### src/hdl/agal_pkg.sv
// Shared types and constants for the address-space tag allocator.
package agal_pkg;

  // Operation codes carried by a command transaction.
  typedef enum logic [1:0] {
    OP_SWITCH   = 2'd0,
    OP_RELEASE  = 2'd1,
    OP_ROLLOVER = 2'd2,
    OP_REINIT   = 2'd3
  } op_t;

  // Configuration register indexes.
  localparam int CFG_IDX_W  = 1;
  localparam int CFG_DATA_W = 5;
  localparam logic [CFG_IDX_W-1:0] CFG_TAG_BITS = 1'b0;
  localparam logic [CFG_IDX_W-1:0] CFG_PARANOID = 1'b1;

  // Smallest nonzero tag width accepted by reinit.
  localparam logic [4:0] MIN_TAG_BITS = 5'd8;

  // Bitmap word geometry: 64 tags per word.
  localparam int WORD_BITS = 64;
  localparam int BIT_IDX_W = 6;
  localparam int GRP_BITS  = 8;
  localparam int GRP_CNT   = WORD_BITS / GRP_BITS;
  localparam int GRP_IDX_W = 3;

  // Every CPU index code that the command can carry.
  localparam int CPU_SLOTS = 64;

  typedef struct packed {
    logic [1:0]  operation;
    logic [5:0]  cpu_index;
    logic        has_context;
    logic [15:0] context_tag;
    logic [63:0] context_generation;
  } cmd_t;

  typedef struct packed {
    logic [15:0] tag_out;
    logic [63:0] generation_out;
    logic        flush_needed;
    logic        accepted;
    logic [31:0] alloc_count;
    logic [31:0] rollover_count;
    logic [31:0] flush_count;
    logic [31:0] release_count;
  } result_t;

  // Outcome of one free-bit search over a bitmap word.
  typedef struct packed {
    logic                 found;
    logic [BIT_IDX_W-1:0] bit_idx;
  } find_res_t;

endpackage

### src/hdl/agal_find_free.sv
// Two-step search for the lowest set bit of a 64-bit free mask.
module agal_find_free (
  input  logic                                clk,
  input  logic [agal_pkg::WORD_BITS-1:0]      free_mask,
  output agal_pkg::find_res_t                 res
);

  logic [agal_pkg::WORD_BITS-1:0] mask_q;
  logic [agal_pkg::GRP_CNT-1:0]   grp_nz_q;

  // Register the mask and one nonzero flag per 8-bit group.
  always_ff @(posedge clk) begin
    mask_q <= free_mask;
    for (int g = 0; g < agal_pkg::GRP_CNT; g++) begin
      grp_nz_q[g] <= |free_mask[g*agal_pkg::GRP_BITS +: agal_pkg::GRP_BITS];
    end
  end

  // Pick the lowest nonzero group, then the lowest set bit inside it.
  always_comb begin
    logic [agal_pkg::GRP_IDX_W-1:0] grp_sel;
    logic [agal_pkg::GRP_IDX_W-1:0] bit_sel;
    logic [agal_pkg::GRP_BITS-1:0]  grp_bits;
    grp_sel = '0;
    bit_sel = '0;
    for (int g = agal_pkg::GRP_CNT - 1; g >= 0; g--) begin
      if (grp_nz_q[g]) begin
        grp_sel = agal_pkg::GRP_IDX_W'(g);
      end
    end
    grp_bits = mask_q[grp_sel*agal_pkg::GRP_BITS +: agal_pkg::GRP_BITS];
    for (int b = agal_pkg::GRP_BITS - 1; b >= 0; b--) begin
      if (grp_bits[b]) begin
        bit_sel = agal_pkg::GRP_IDX_W'(b);
      end
    end
    res.found   = |grp_nz_q;
    res.bit_idx = {grp_sel, bit_sel};
  end

endmodule

### config.mk
export PLATFORM = sky130hd
export DESIGN_NAME = agal_find_free
export DESIGN_NICKNAME = d
export VERILOG_FILES = /design/src/hdl/agal_pkg.sv /design/src/hdl/agal_find_free.sv
export SDC_FILE = /design/constraint.sdc
export NUM_CORES = 1
export LEC_CHECK = 0
export ABC_AREA = 1
export BUFFER_PORTS_ARGS = -buffer_cell sky130_fd_sc_hd__buf_2
export CORE_ASPECT_RATIO = 0.6
export CORE_MARGIN = 5
export CORE_UTILIZATION = 50
export CTS_CLUSTER_DIAMETER = 60
export DETAILED_ROUTE_END_ITERATION = 7
export PLACE_DENSITY = 0.77
export SLEW_MARGIN = 15
export SYNTH_ARGS = -nofsm -noshare
export SYNTH_HDL_FRONTEND = slang
export SYNTH_SLANG_ARGS = --single-unit
### constraint.sdc
create_clock -name clk -period 2.1 [get_ports clk]
set_input_delay 0.21 -clock clk [delete_from_list [all_inputs] [get_ports clk]]
set_output_delay 0.21 -clock clk [all_outputs]
set_load 0.02 [all_outputs]
==> results.tsv <==
metric	value	unit
status	complete, but fails checks	
failing checks	negative setup slack	
startpoint types	flop	
YS warnings	0	
worst min-delay path startpoint	free_mask[1]	
Slowest Stage Delay on Critical Path	340	ps
Port Buffers	71	
Peak VDD IR	776	uV
Final Net Count	496	
Syn Inst Count	276	
critical path peak fanout	8	
die width	101	um
FILL cells	256	
DRC viols	0	
switch share	22.7	%
antenna violations before repair	0	
max-slew violations	0	
final worst path period need	2490	ps
Flop pwr share	52.5	%
register area	0.00144	mm2
CTS root buffer	clkbuf_8	
Antenna Cells	0	
via count	2462	
die area	0.00652	mm2
unrepaired setup endpoints after global routing	yes	
dominant cells by area after synthesis	dfxtp_1 (58%), nand2_1 (8.5%), nand3_1 (4.6%)	
share of the synthesized area in the top cell type	58.1	%
worst setup margin	-385	ps
Tcrit/Tclk final	118	%
cell taking the most area after synthesis	dfxtp_1	
Area growth syn-to-layout	57.2	%
Initial Utilization	53.0	%
share of cells above drive strength 1	30.0	%
Vias/cell	4.93	
drt total wl	7450	um
global-route wire length before repair	11700	um
Fmax	402	MHz
Fin. Hold Viols	0	
Top Ports	72	
CP max stage cell	dfxtp_2	
global-route usage over all layers	23.6	%
HPWL after DPL	4480	um
area occupied by multi-input gates	900	um2
CP most frequent cell	nand2_1	
Crit path required time	1890	ps
Setup-failing EPs final	3	
CTS tree	yes	
Final Wtd Congestion	0.827	
Max-Cap Viols	0	
Unique masters post-synth	30	
critical path class	reg -> out	
H-tree lvl count	3	
Clock power frac	38.1	%
Slew @ Worst Pin	575	ps
Setup crit end kind	primary output	
Clock Sinks	72	
drt initial violations	113	
CP Launch Point	grp_nz_q[5]	
Chip Height	64.6	um
Pre-antenna DRT Iters	4	
Congestion Overflow GR	0	
vias in the first global route	2447	
P per Cell Area	709	mW/mm2
Num CTS Buffers	9	
CTS Buffer Depth	2	
Seq/Total Area, Yosys	58.1	%
largest net degree at the start of global routing	18	
Comb pwr share	9.4	%
internal power	2140	uW
leakage power	0.00182	uW
Slew headroom	61.3	%
Post-Syn Area per Cell	8.99	um2
WL per Instance	14.9	um
Hold WC Path Type	in -> reg	
NetSw	627	uW
# rows	19	
hold path depth	2	
Crit path arrival time	2280	ps
setup tns final	-1090	ps
Setup WS pre-CTS	-63.2	ps
crit-path cells	inv_1 -> nand2_1 -> nand2_1 -> nand2_1 -> nand2_2 -> nand2_4 -> buf_6 -> nand3_1 -> nand3_1 -> nand3_1 -> nand2_1 -> nand2_1 -> nand2_1 -> nand2_1 -> nand2_1 -> nand2_1 -> a21oi_1 -> buf_4	
antenna-violating nets left	0	
Seq cells post-synth	72	
clock transition at the registers of the reported paths	80	ps
Synth Cell Area	0.00248	mm2
Mapped Nets	341	
core outline area	0.00468	mm2
cell usage in the layout (no fill, tap or decap), drive strengths merged:
cell / netlist / routed
a21oi: 5 / 5
a31oi: 1 / 1
buf: 8 / 87
bufinv: 0 / 1
clkbuf: 0 / 10
clkinv: 1 / 3
clkinvlp: 0 / 3
dfxtp: 72 / 72
dlygate4sd3: 0 / 64
inv: 30 / 30
nand2: 60 / 61
nand3: 25 / 25
nand3b: 2 / 2
nor2: 21 / 21
nor3: 2 / 2
nor4: 16 / 16
o211ai: 2 / 2
o21ai: 22 / 22
o221ai: 1 / 1
o22ai: 6 / 6
or2: 2 / 2
power groups by stage:
| stage | registers [uW] | logic [uW] | clock network (uW) |
|---|---|---|---|
| after floorplan | 1470 | 60.4 | 0 |
| after global placement | 1480 | 148 | 0 |
| after detailed placement | 1480 | 150 | 0 |
| after CTS | 1450 | 243 | 1060 |
| after global routing | 1450 | 284 | 1140 |
| final | 1450 | 261 | 1050 |
per-stage QoR:
stage                     area (um2)  hold WS, ps  utilization (%)  total power (uW)  instances
after detailed placement        2960          327             63.2              1630        416
after global placement          2960          327             63.2              1630        416
after CTS                       3840          489             82.0              2760        498
after floorplan                 2480          238                -              1530        276
final                           3900          515             83.3              2770        499
after global routing            3900          497             83.3              2880        499
logic make-up after synthesis:
family	share of synthesized area, %
flip-flops	58.1
AND/OR/NAND/NOR	24.6
AO/OA/AOI/OAI	9.27
buffers and inverters	8.06
metal layers:
| layer | global-route usage [%] | up-vias | wire length [um] | part of all wire (%) |
|---|---|---|---|---|
| met2 | 37.9 | 108 | 3410 | 46 |
| met1 | 30.1 | 1120 | 3390 | 45 |
| met4 | 5.14 | 0 | 85 | 1.1 |
| met3 | 9.54 | 12 | 569 | 7.6 |
| met5 | 0 | - | 0 | 0 |
| li1 | - | 1222 | - | - |
synthesized netlist by cell type, drive strengths merged:
cell type and instances:
o221ai 1, o211ai 2, nand3b 2, nor3 2, nand2 60, o22ai 6, nand3 25, or2 2
o21ai 22, dfxtp 72, clkinv 1, buf 8, nor4 16, inv 30, nor2 21, a21oi 5
a31oi 1
timing repair:
action / CTS / global route
setup buffers: 1 / 1
resized for setup: 6 / 18
pin swaps: 2 / 1
setup endpoints to repair: 3 / 3
hold buffers: 64 / 0
gates cloned: 1 / 0
hold endpoints to repair: 64 / 0
sequential cells by signal (all words and copies together), names as in the netlist:
name and count:
mask_q 64, grp_nz_q 8
worst paths after layout:
check                 slack, ps        end
worst max-delay path       -390     res[0]
worst min-delay path        510  mask_q[1]
critical path: cells and delay by family (launching register included):
family	cells	cell delay [ps]
and+or+nand+nor	14	1070
buffers and inverters	3	370
DFF	1	340
AOI/OAI and AO/OA	1	150
area by class of cell:
cell class                 instances  area share [%]
timing repair buffer             151            29.7
sequential                        72            37.0
clock buffer                      10            3.27
inverter                          31            3.17
multi-input combinational        166            23.1
clock inverter                     6            1.80
tap                               63            2.02
(Power assumes the default switching activity.)
